`src/diff_drive_move_list_regulator_assert.svh`:
```
// Assertion macros for the move-list regulator.
// Needs i_clk and i_rst_n in the scope of the including module.
`ifndef DIFF_DRIVE_MOVE_LIST_REGULATOR_ASSERT_SVH
`define DIFF_DRIVE_MOVE_LIST_REGULATOR_ASSERT_SVH

// same-cycle implication, off during reset
`define DDMLR_ASSERT_IMP(lbl, ante, cons) \
    lbl: assert property (@(posedge i_clk) disable iff (!i_rst_n) (ante) |-> (cons)) \
        else $error("ddmlr: assertion failed");

// next-cycle implication, off during reset
`define DDMLR_ASSERT_NEXT(lbl, ante, cons) \
    lbl: assert property (@(posedge i_clk) disable iff (!i_rst_n) (ante) |=> (cons)) \
        else $error("ddmlr: assertion failed");

`endif

```
`src/ddmlr_pkg.sv`:
```
// Shared constants for the move-list regulator: table depth, field widths,
// register indexes and reset values. No dependencies.
package ddmlr_pkg;

    localparam int MAX_MOVES = 16;
    localparam int PTR_W     = $clog2(MAX_MOVES);
    localparam int CNT_W     = ($clog2(MAX_MOVES + 1) > 5) ? $clog2(MAX_MOVES + 1) : 5;

    localparam int MC_W      = 5;
    localparam int GAIN_W    = 16;
    localparam int ENC_W     = 32;
    localparam int IDX_W     = 4;
    localparam int TGT_W     = 16;
    localparam int DRV_W     = 9;
    localparam int ACT_W     = 4;
    localparam int ENTRY_W   = 2 * TGT_W;

    localparam int CFG_IDX_W  = 3;
    localparam int CFG_DATA_W = 16;

    localparam int SUM_W   = ENC_W + 1;
    localparam int REFD_W  = ENC_W;
    localparam int REFA_W  = ENC_W + 1;
    localparam int POS_W   = ENC_W + 3;
    localparam int ERR_W   = POS_W + 8;
    localparam int LO_W    = 22;
    localparam int MUL_A_W = GAIN_W + 1;
    localparam int MUL_B_W = LO_W + 1;
    localparam int PROD_W  = MUL_A_W + MUL_B_W;
    localparam int ACC_W   = ERR_W + GAIN_W + 2;
    localparam int FRAC_W  = 16;
    localparam int Q_W     = ACC_W - FRAC_W;
    localparam int DRV_MAX = 255;

    localparam logic [CFG_IDX_W-1:0] REG_MOVE_COUNT  = 3'd0;
    localparam logic [CFG_IDX_W-1:0] REG_KP_DISTANCE = 3'd1;
    localparam logic [CFG_IDX_W-1:0] REG_KP_ANGLE    = 3'd2;
    localparam logic [CFG_IDX_W-1:0] REG_TICKS_MM    = 3'd3;
    localparam logic [CFG_IDX_W-1:0] REG_TICKS_DEG   = 3'd4;
    localparam logic [CFG_IDX_W-1:0] REG_DIST_TOL    = 3'd5;
    localparam logic [CFG_IDX_W-1:0] REG_ANGLE_TOL   = 3'd6;

    localparam logic [MC_W-1:0]   RST_MOVE_COUNT = 5'd1;
    localparam logic [GAIN_W-1:0] RST_GAIN       = 16'd256;
    localparam logic [GAIN_W-1:0] RST_TOL        = 16'd10;

endpackage

```
`src/diff_drive_move_list_regulator.sv`:
```
// Move-list regulator: differential-drive distance/angle P controller.
// A load beat writes the move table RAM. A tick beat steps through the states TGT_D,
// TGT_A, ERR_A, CD_HI, CA_LO, CA_HI, CA_ADD, MIX and OUT to its result register, using one
// shared 17x23 multiplier six times. One tick is in flight at a time, and OUT holds while
// the result register is full; a new beat is taken while the last result waits.
// Synchronous active-low reset: pointer and references to zero, registers to defaults.
// Uses ddmlr_pkg and ddmlr_ram.
module diff_drive_move_list_regulator (
    input  logic                                   i_clk,
    input  logic                                   i_rst_n,
    input  logic                                   i_cfg_we,
    input  logic [ddmlr_pkg::CFG_IDX_W-1:0]        i_cfg_index,
    input  logic [ddmlr_pkg::CFG_DATA_W-1:0]       i_cfg_data,
    input  logic                                   i_in_valid,
    output logic                                   o_in_ready,
    input  logic                                   i_action,
    input  logic signed [ddmlr_pkg::ENC_W-1:0]     i_count_right,
    input  logic signed [ddmlr_pkg::ENC_W-1:0]     i_count_left,
    input  logic [ddmlr_pkg::IDX_W-1:0]            i_entry_index,
    input  logic signed [ddmlr_pkg::TGT_W-1:0]     i_entry_distance_mm,
    input  logic signed [ddmlr_pkg::TGT_W-1:0]     i_entry_angle_deg,
    output logic                                   o_out_valid,
    input  logic                                   i_out_ready,
    output logic signed [ddmlr_pkg::DRV_W-1:0]     o_drive_right,
    output logic signed [ddmlr_pkg::DRV_W-1:0]     o_drive_left,
    output logic [ddmlr_pkg::ACT_W-1:0]            o_active_move,
    output logic                                   o_on_target
);
    import ddmlr_pkg::*;

    `include "diff_drive_move_list_regulator_assert.svh"

    localparam logic [3:0] ST_IDLE   = 4'd0;
    localparam logic [3:0] ST_TGT_D  = 4'd1;
    localparam logic [3:0] ST_TGT_A  = 4'd2;
    localparam logic [3:0] ST_ERR_A  = 4'd3;
    localparam logic [3:0] ST_CD_HI  = 4'd4;
    localparam logic [3:0] ST_CA_LO  = 4'd5;
    localparam logic [3:0] ST_CA_HI  = 4'd6;
    localparam logic [3:0] ST_CA_ADD = 4'd7;
    localparam logic [3:0] ST_MIX    = 4'd8;
    localparam logic [3:0] ST_OUT    = 4'd9;

    function automatic logic signed [DRV_W-1:0] drive_sat(input logic signed [ACC_W-1:0] s);
        logic signed [Q_W-1:0] q;
        q = Q_W'(s >>> FRAC_W);
        if (s[ACC_W-1] && (s[FRAC_W-1:0] != '0)) begin
            q = q + Q_W'(1);
        end
        if (q > Q_W'(DRV_MAX)) begin
            drive_sat = DRV_W'(DRV_MAX);
        end else if (q < -Q_W'(DRV_MAX)) begin
            drive_sat = DRV_W'(-DRV_MAX);
        end else begin
            drive_sat = DRV_W'(q);
        end
    endfunction

    // config
    logic [MC_W-1:0]   r_move_count;
    logic [GAIN_W-1:0] r_kp_d;
    logic [GAIN_W-1:0] r_kp_a;
    logic [GAIN_W-1:0] r_tpm;
    logic [GAIN_W-1:0] r_tpd;
    logic [GAIN_W-1:0] r_tol_d;
    logic [GAIN_W-1:0] r_tol_a;

    // control
    logic [3:0]        r_state;
    logic [PTR_W-1:0]  r_ptr;
    logic signed [REFD_W-1:0] r_ref_d;
    logic signed [REFA_W-1:0] r_ref_a;
    logic              r_out_valid;

    // datapath
    logic signed [SUM_W-1:0]  r_sum;
    logic signed [SUM_W-1:0]  r_diff;
    logic signed [POS_W-1:0]  r_pos_d;
    logic signed [POS_W-1:0]  r_pos_a;
    logic signed [ERR_W-1:0]  r_err_d;
    logic signed [ERR_W-1:0]  r_err_a;
    logic signed [PROD_W-1:0] r_prod;
    logic signed [ACC_W-1:0]  r_cd;
    logic signed [ACC_W-1:0]  r_ca;
    logic signed [ACC_W-1:0]  r_sr;
    logic signed [ACC_W-1:0]  r_sl;
    logic              r_near_d;
    logic              r_near_a;

    // result beat
    logic signed [DRV_W-1:0] r_drive_right;
    logic signed [DRV_W-1:0] r_drive_left;
    logic [ACT_W-1:0]        r_active_move;
    logic                    r_on_target;

    logic              w_in_accept;
    logic              w_idx_ok;
    logic              w_ram_we;
    logic              w_ram_re;
    logic [ENTRY_W-1:0] w_rdata;
    logic signed [TGT_W-1:0] w_tbl_d;
    logic signed [TGT_W-1:0] w_tbl_a;
    logic signed [MUL_A_W-1:0] w_mul_a;
    logic signed [MUL_B_W-1:0] w_mul_b;
    logic signed [PROD_W-1:0]  w_prod;
    logic [ERR_W-1:0]  w_abs_d;
    logic [ERR_W-1:0]  w_abs_a;
    logic [ERR_W-1:0]  w_tol_d;
    logic [ERR_W-1:0]  w_tol_a;
    logic [CNT_W-1:0]  w_count_eff;
    logic              w_advance;
    logic [PTR_W-1:0]  w_ptr_next;
    logic              w_out_free;
    logic              w_result_load;

    assign o_in_ready    = (r_state == ST_IDLE);
    assign w_in_accept   = i_in_valid && o_in_ready;
    assign w_idx_ok      = int'(i_entry_index) < MAX_MOVES;
    assign w_ram_we      = w_in_accept && i_action && w_idx_ok;
    assign w_ram_re      = w_in_accept && !i_action;
    assign w_out_free    = !r_out_valid || i_out_ready;
    assign w_result_load = (r_state == ST_OUT) && w_out_free;

    ddmlr_ram #(
        .WIDTH (ENTRY_W),
        .DEPTH (MAX_MOVES)
    ) u_move_ram (
        .i_clk   (i_clk),
        .i_we    (w_ram_we),
        .i_waddr (PTR_W'(i_entry_index)),
        .i_wdata ({i_entry_distance_mm, i_entry_angle_deg}),
        .i_re    (w_ram_re),
        .i_raddr (r_ptr),
        .o_rdata (w_rdata)
    );

    assign w_tbl_d = w_rdata[ENTRY_W-1:TGT_W];
    assign w_tbl_a = w_rdata[TGT_W-1:0];

    // shared multiplier operand select
    always_comb begin
        w_mul_a = '0;
        w_mul_b = '0;
        case (r_state)
            ST_TGT_D: begin
                w_mul_a = {1'b0, r_tpm};
                w_mul_b = MUL_B_W'(w_tbl_d);
            end
            ST_TGT_A: begin
                w_mul_a = {1'b0, r_tpd};
                w_mul_b = MUL_B_W'(w_tbl_a);
            end
            ST_ERR_A: begin
                w_mul_a = {1'b0, r_kp_d};
                w_mul_b = {1'b0, r_err_d[LO_W-1:0]};
            end
            ST_CD_HI: begin
                w_mul_a = {1'b0, r_kp_d};
                w_mul_b = MUL_B_W'($signed(r_err_d[ERR_W-1:LO_W]));
            end
            ST_CA_LO: begin
                w_mul_a = {1'b0, r_kp_a};
                w_mul_b = {1'b0, r_err_a[LO_W-1:0]};
            end
            ST_CA_HI: begin
                w_mul_a = {1'b0, r_kp_a};
                w_mul_b = MUL_B_W'($signed(r_err_a[ERR_W-1:LO_W]));
            end
            default: begin
                w_mul_a = '0;
                w_mul_b = '0;
            end
        endcase
    end

    assign w_prod  = w_mul_a * w_mul_b;
    assign w_abs_d = r_err_d[ERR_W-1] ? ERR_W'(-r_err_d) : ERR_W'(r_err_d);
    assign w_abs_a = r_err_a[ERR_W-1] ? ERR_W'(-r_err_a) : ERR_W'(r_err_a);
    assign w_tol_d = ERR_W'({r_tol_d, 8'h00});
    assign w_tol_a = ERR_W'({r_tol_a, 8'h00});

    always_comb begin
        if (r_move_count == '0) begin
            w_count_eff = CNT_W'(1);
        end else if (CNT_W'(r_move_count) > CNT_W'(MAX_MOVES)) begin
            w_count_eff = CNT_W'(MAX_MOVES);
        end else begin
            w_count_eff = CNT_W'(r_move_count);
        end
    end

    assign w_advance  = r_near_d && r_near_a && ((CNT_W'(r_ptr) + CNT_W'(1)) < w_count_eff);
    assign w_ptr_next = w_advance ? r_ptr + PTR_W'(1) : r_ptr;

    // datapath registers
    always_ff @(posedge i_clk) begin
        r_prod <= w_prod;
        if (w_ram_re) begin
            r_sum  <= SUM_W'(i_count_right) + SUM_W'(i_count_left);
            r_diff <= SUM_W'(i_count_right) - SUM_W'(i_count_left);
        end
        case (r_state)
            ST_TGT_D: begin
                r_pos_d <= POS_W'(r_sum) - (POS_W'(r_ref_d) <<< 1);
                r_pos_a <= POS_W'(r_diff) - POS_W'(r_ref_a);
            end
            ST_TGT_A: begin
                r_err_d <= ERR_W'(r_prod) - (ERR_W'(r_pos_d) <<< 7);
            end
            ST_ERR_A: begin
                r_err_a  <= ERR_W'(r_prod) - (ERR_W'(r_pos_a) <<< 8);
                r_near_d <= w_abs_d < w_tol_d;
            end
            ST_CD_HI: begin
                r_cd     <= ACC_W'(r_prod);
                r_near_a <= w_abs_a < w_tol_a;
            end
            ST_CA_LO: begin
                r_cd <= r_cd + (ACC_W'(r_prod) <<< LO_W);
            end
            ST_CA_HI: begin
                r_ca <= ACC_W'(r_prod);
            end
            ST_CA_ADD: begin
                r_ca <= r_ca + (ACC_W'(r_prod) <<< LO_W);
            end
            ST_MIX: begin
                r_sr <= r_cd + r_ca;
                r_sl <= r_cd - r_ca;
            end
            ST_OUT: begin
                if (w_out_free) begin
                    r_drive_right <= drive_sat(r_sr);
                    r_drive_left  <= drive_sat(r_sl);
                    r_active_move <= ACT_W'(w_ptr_next);
                    r_on_target   <= r_near_d && r_near_a;
                end
            end
            default: begin
            end
        endcase
    end

    // control and configuration
    always_ff @(posedge i_clk) begin
        if (!i_rst_n) begin
            r_state      <= ST_IDLE;
            r_ptr        <= '0;
            r_ref_d      <= '0;
            r_ref_a      <= '0;
            r_out_valid  <= 1'b0;
            r_move_count <= RST_MOVE_COUNT;
            r_kp_d       <= RST_GAIN;
            r_kp_a       <= RST_GAIN;
            r_tpm        <= RST_GAIN;
            r_tpd        <= RST_GAIN;
            r_tol_d      <= RST_TOL;
            r_tol_a      <= RST_TOL;
        end else begin
            if (i_cfg_we) begin
                unique case (i_cfg_index)
                    REG_MOVE_COUNT:  r_move_count <= i_cfg_data[MC_W-1:0];
                    REG_KP_DISTANCE: r_kp_d       <= i_cfg_data;
                    REG_KP_ANGLE:    r_kp_a       <= i_cfg_data;
                    REG_TICKS_MM:    r_tpm        <= i_cfg_data;
                    REG_TICKS_DEG:   r_tpd        <= i_cfg_data;
                    REG_DIST_TOL:    r_tol_d      <= i_cfg_data;
                    REG_ANGLE_TOL:   r_tol_a      <= i_cfg_data;
                    default: begin
                    end
                endcase
            end

            if (w_result_load) begin
                r_out_valid <= 1'b1;
            end else if (i_out_ready) begin
                r_out_valid <= 1'b0;
            end

            unique case (r_state)
                ST_IDLE: begin
                    if (w_ram_re) begin
                        r_state <= ST_TGT_D;
                    end
                end
                ST_TGT_D:  r_state <= ST_TGT_A;
                ST_TGT_A:  r_state <= ST_ERR_A;
                ST_ERR_A:  r_state <= ST_CD_HI;
                ST_CD_HI:  r_state <= ST_CA_LO;
                ST_CA_LO:  r_state <= ST_CA_HI;
                ST_CA_HI:  r_state <= ST_CA_ADD;
                ST_CA_ADD: r_state <= ST_MIX;
                ST_MIX:    r_state <= ST_OUT;
                ST_OUT: begin
                    if (w_out_free) begin
                        r_state <= ST_IDLE;
                        if (w_advance) begin
                            r_ptr   <= w_ptr_next;
                            r_ref_d <= REFD_W'(r_sum >>> 1);
                            r_ref_a <= r_diff;
                        end
                    end
                end
                default: r_state <= ST_IDLE;
            endcase
        end
    end

    assign o_out_valid   = r_out_valid;
    assign o_drive_right = r_drive_right;
    assign o_drive_left  = r_drive_left;
    assign o_active_move = r_active_move;
    assign o_on_target   = r_on_target;

    `DDMLR_ASSERT_IMP(a_ram_write_idle, w_ram_we, r_state == ST_IDLE)
    `DDMLR_ASSERT_NEXT(a_ptr_holds, !w_result_load, r_ptr == $past(r_ptr))
    `DDMLR_ASSERT_NEXT(a_result_then_idle, w_result_load, o_out_valid && (r_state == ST_IDLE))
    `DDMLR_ASSERT_NEXT(a_advance_on_target, w_result_load && w_advance, o_on_target)

endmodule

```
`src/ddmlr_ram.sv`:
```
// Generic single-port-write, single-port-read RAM with registered read data.
// No dependencies; contents are not reset.
module ddmlr_ram #(
    parameter int WIDTH = 32,
    parameter int DEPTH = 16
) (
    input  logic                     i_clk,
    input  logic                     i_we,
    input  logic [$clog2(DEPTH)-1:0] i_waddr,
    input  logic [WIDTH-1:0]         i_wdata,
    input  logic                     i_re,
    input  logic [$clog2(DEPTH)-1:0] i_raddr,
    output logic [WIDTH-1:0]         o_rdata
);

    logic [WIDTH-1:0] r_mem [DEPTH];
    logic [WIDTH-1:0] r_rdata;

    always_ff @(posedge i_clk) begin
        if (i_we) begin
            r_mem[i_waddr] <= i_wdata;
        end
        if (i_re) begin
            r_rdata <= r_mem[i_raddr];
        end
    end

    assign o_rdata = r_rdata;

endmodule
```
`config.mk`:
```
export PLATFORM = sky130hd
export DESIGN_NAME = diff_drive_move_list_regulator
export DESIGN_NICKNAME = d
export VERILOG_FILES = /design/src/ddmlr_pkg.sv /design/src/diff_drive_move_list_regulator.sv /design/src/ddmlr_ram.sv
export VERILOG_INCLUDE_DIRS = /design/src /design/src/src
export SDC_FILE = /design/constraint.sdc
export NUM_CORES = 2
export LEC_CHECK = 0
export ABC_AREA = 1
export BUFFER_PORTS_ARGS = -buffer_cell sky130_fd_sc_hd__buf_2
export CAP_MARGIN = 20
export CORE_ASPECT_RATIO = 0.5
export CORE_MARGIN = 2
export CORE_UTILIZATION = 65
export CTS_CLUSTER_DIAMETER = 100
export DETAILED_ROUTE_END_ITERATION = 16
export PLACE_DENSITY = 0.8
export SYNTH_ARGS = -nofsm -noshare
export SYNTH_HDL_FRONTEND = slang
export SYNTH_HIERARCHICAL = 1
export SYNTH_SLANG_ARGS = --single-unit
```
`constraint.sdc`:
```
create_clock -name i_clk -period 12 [get_ports i_clk]
set_input_delay 2.4 -clock i_clk [delete_from_list [all_inputs] [get_ports i_clk]]
set_output_delay 2.4 -clock i_clk [all_outputs]
set_load 0.05 [all_outputs]
```
==> summary.md <==
| Metric | Value |
|---|---|
| Outcome | `completed` |
| Cell with the largest stage delay on the worst path | `inv_2` |
| Max_slew headroom | `about 18%` |
| Flops & latches, synth | `~1200` |
| Yosys top cell area share | `between 30% and 40%` |
| CP Max Fanout | `28` |
| Syn nets | `between 10000 and 15000` |
| Max-slew violations | `0` |
| Largest net degree at the start of global routing | `roughly 130` |
| Cts bufs inserted | `around 110` |
| Busiest grt layer | `met2` |
| Initial antenna violation count | `28` |
| Main synth FF type | `edfxtp_1` |
| Layout cell share with drive strength beyond 1 | `under 10%` |
| Hold slack | `~460 ps` |
| Worst slew pin tran | `between 1000 and 1500 ps` |
| Gr usage total | `between 30% and 40%` |
| First-pass GRT wire length | `430 mm` |
| Synthesized area | `between 90000 and 100000 µm²` |
| Grt met2 use | `60.5%` |
| Final core utilization | `between 60% and 70%` |
| Htree depth | `3` |
| Multi-input logic area | `roughly 47000 µm²` |
| Drt total wl | `282 mm` |
| DRC Markers | `0` |
| RD Place Congestion | `about 1.0` |
| Clk Latency, worst-skew pair | `a little under 800 ps` |
| Max cap viols | `0` |
| EDFF count, synth | `between 1000 and 1500` |
| Clk pin slew, worst setup/hold paths | `~70 ps` |
| CTS tree | `done` |
| Placed Instances | `roughly 13000` |
| Top delay family on crit path | `adder cells` |
| Num ports | `150` |
| Grt total ovfl | `0` |
| RSZ-0062 raised after global routing | `no` |
| Kind of critical path | `register to register` |
| Fraction of registers with async set/reset | `0%` |
| Synthesized instance count | `11500` |
| Sequential element share of the synthesized area | `between 30% and 40%` |
| Core Box Area | `roughly 140000 µm²` |
| Finished Cell Area | `approximately 100000 µm²` |
| Final Critical Period | `8800 ps` |
| Post-synthesis cell type count | `70` |
| Final hold vios | `0` |
| Drt wl/cell | `approximately 21 µm` |
| Reg area | `between 30000 and 40000 µm²` |
| Vias per cell | `between 5 and 6` |
| DR vias | `about 78000` |
| Area leader, netlist | `edfxtp_1` |
| Leakage | `roughly 45 nW` |
| Clock sinks | `roughly 1200` |
| Vias in the first global route | `approximately 75000` |
| Pwr dens | `about 150 nW/µm²` |
| Port bufs | `~150` |
| Cts repair resizes | `0` |
| CP required | `12590 ps` |
| CTS Root Cell | `clkbuf_16` |
| Post-cts hold buffer count | `0` |
| Fmax | `about 110 MHz` |
| Clock Path Buffers | `3` |
| Setup TNS | `0 ps` |
| Final Non-Filler Cells | `around 13000` |
| Die ar. | `approximately 140000 µm²` |
| First DRT Iteration DRCs | `slightly below 9000` |
| Most area-consuming cells after synthesis | `edfxtp_1 34%, nand2_1 10%, inv_1 8.6%` |
| Buf+Inv Stages, Crit Path | `7` |
| GRT met1 Usage | `51.8%` |
| Count of final setup violators | `0` |
| GR Util met3 | `between 8 and 9%` |
| Post-CTS Setup Repair Bufs | `0` |
| Area growth, synth to finish | `6.62%` |
| DIE WIDTH | `~540 µm` |
| Worst path arrival time | `between 9000 and 10000 ps` |
| Mean Syn Cell Area | `8.00 µm²` |
| Fill cells | `about 11000` |
| Die height | `about 270 µm` |
| Yosys warning total | `6` |
| Tcrit/Tclk final | `around three quarters` |
| CP Capture Type | `register` |
| Post-DP HPWL | `roughly 210 mm` |
| Detailed Routing Iterations Pass 1 | `10` |
| Initial Util | `~65%` |
| Worst Hold Class | `register to register` |
| Startpoint types | `register` |
| Final ANT Viol Nets | `0` |
| Fin nets | `~13000` |
| Skew final | `91.7 ps` |
| Placed Area | `around 94000 µm²` |
| Peak supply drop | `between 0.15 and 0.2 mV` |
| Max stage delay on crit path | `a little over 600 ps` |
| Row count | `97` |
[state kept, by name, summed over array words and instances (netlist names), 16 cells and up]
name and flops:
u_move_ram/r_mem 512, r_ca 61, r_cd 61, r_sr 61, r_sl 60, r_err_a 43, r_err_d 42, r_prod 40
r_pos_a 34, r_pos_d 34, r_ref_a 33, r_sum 33, r_diff 32, r_ref_d 32, u_move_ram/o_rdata 32, r_kp_a 16
r_kp_d 16, r_tol_a 16, r_tol_d 16, r_tpd 16, r_tpm 16
[final timing paths]
kind                                              start                     end  slack, ps  depth (start not counted)
worst max-delay path            r_state[1]$_SDFFE_PN0P_      r_prod[34]$_DFF_P_       3200                         31
worst min-delay path             r_tpm[10]$_SDFFE_PN0P_  r_tpm[10]$_SDFFE_PN0P_        460                          2
worst max register to register  r_state[1]$_SDFFE_PN0P_      r_prod[34]$_DFF_P_       3200                         31
worst min register to register   r_tpm[10]$_SDFFE_PN0P_  r_tpm[10]$_SDFFE_PN0P_        460                          2
[where the power goes]
| group | total [mW] | switching (mW) | internal [mW] |
|---|---|---|---|
| Combinational | 4.83 | 3.30 | 1.54 |
| Clock | 3.76 | 1.73 | 2.03 |
| Sequential | 5.76 | 0.535 | 5.22 |
| Total | 14.4 | 5.57 | 8.79 |
[kinds of logic after synthesis]
family / Yosys count / share of synthesized area (%)
and+or+nand+nor: 4738 / 21.3
buffers and inverters: 2443 / 10.5
AOI/OAI and AO/OA: 1699 / 10.3
DFF: 1245 / 38.4
adders and majority gates: 902 / 15.4
xor gates and xnor gates: 437 / 4.17
[worst min-delay path: stages (launching register included)]
cell and delay (ps):
dfxtp_1 300, inv_1 60, a21oi_1 50
[area by class of cell]
type | count | share of cell area [%]
inverter | 2131 | 8.19
sequential | 1245 | 36.0
antenna | 9 | 0.0230
clock inverter | 62 | 0.839
multi-input combinational | 7776 | 48.1
tap | 1881 | 2.41
clock buffer | 145 | 3.03
timing repair buffer | 222 | 1.34
[routing by layer]
layer / part of all wire (%) / vias to the layer above / wire (µm)
met1: 40 / 36600 / 112000
li1: - / 36900 / -
met2: 44 / 4089 / 125000
met4: 5.3 / 12 / 14900
met5: 0.027 / - / 77
met3: 11 / 746 / 31100
[cells in the final DEF, fill, tap and decap left out, types with 22 or more instances in the layout]
cell type,Yosys,layout
nand2_1,2550,2549
inv_1,2105,2103
nor2_1,1192,1170
edfxtp_1,1030,1030
a21oi_1,725,725
nand3_1,659,659
o21ai_0,556,556
ha_1,529,529
fa_1,373,373
xor2_1,339,339
dfxtp_1,215,211
buf_2,115,149
clkbuf_16,0,111
xnor2_1,98,98
nor3_1,93,92
nand4_1,82,82
a31oi_1,82,82
buf_4,10,69
nor4_1,51,51
a21o_1,48,48
o22ai_1,36,36
o21a_1,33,33
o21ai_1,33,33
o21bai_1,32,32
nor2_4,6,29
clkbuf_1,138,28
nand3b_1,25,25
clkinv_1,10,24
nor2_2,23,22
a21boi_0,22,22
[through the flow]
| stage | setup WS (ps) | total power, mW |
|---|---|---|
| after floorplan | 2490 | 8.84 |
| after global placement | 3510 | 10.4 |
| after detailed placement | 3390 | 10.5 |
| after CTS | 3310 | 14.2 |
| after global routing | 2660 | 15.0 |
| final | 3200 | 14.4 |
[synth_stat cells (138+ instances only)]
cell type and count:
o21ai_0 556, dfxtp_1 215, clkbuf_1 138, inv_1 2105
nand3_1 659, xor2_1 339, edfxtp_1 1030, ha_1 529
a21oi_1 725, fa_1 373, nand2_1 2550, nor2_1 1192
Note: power is estimated with default switching activity, not from simulation.
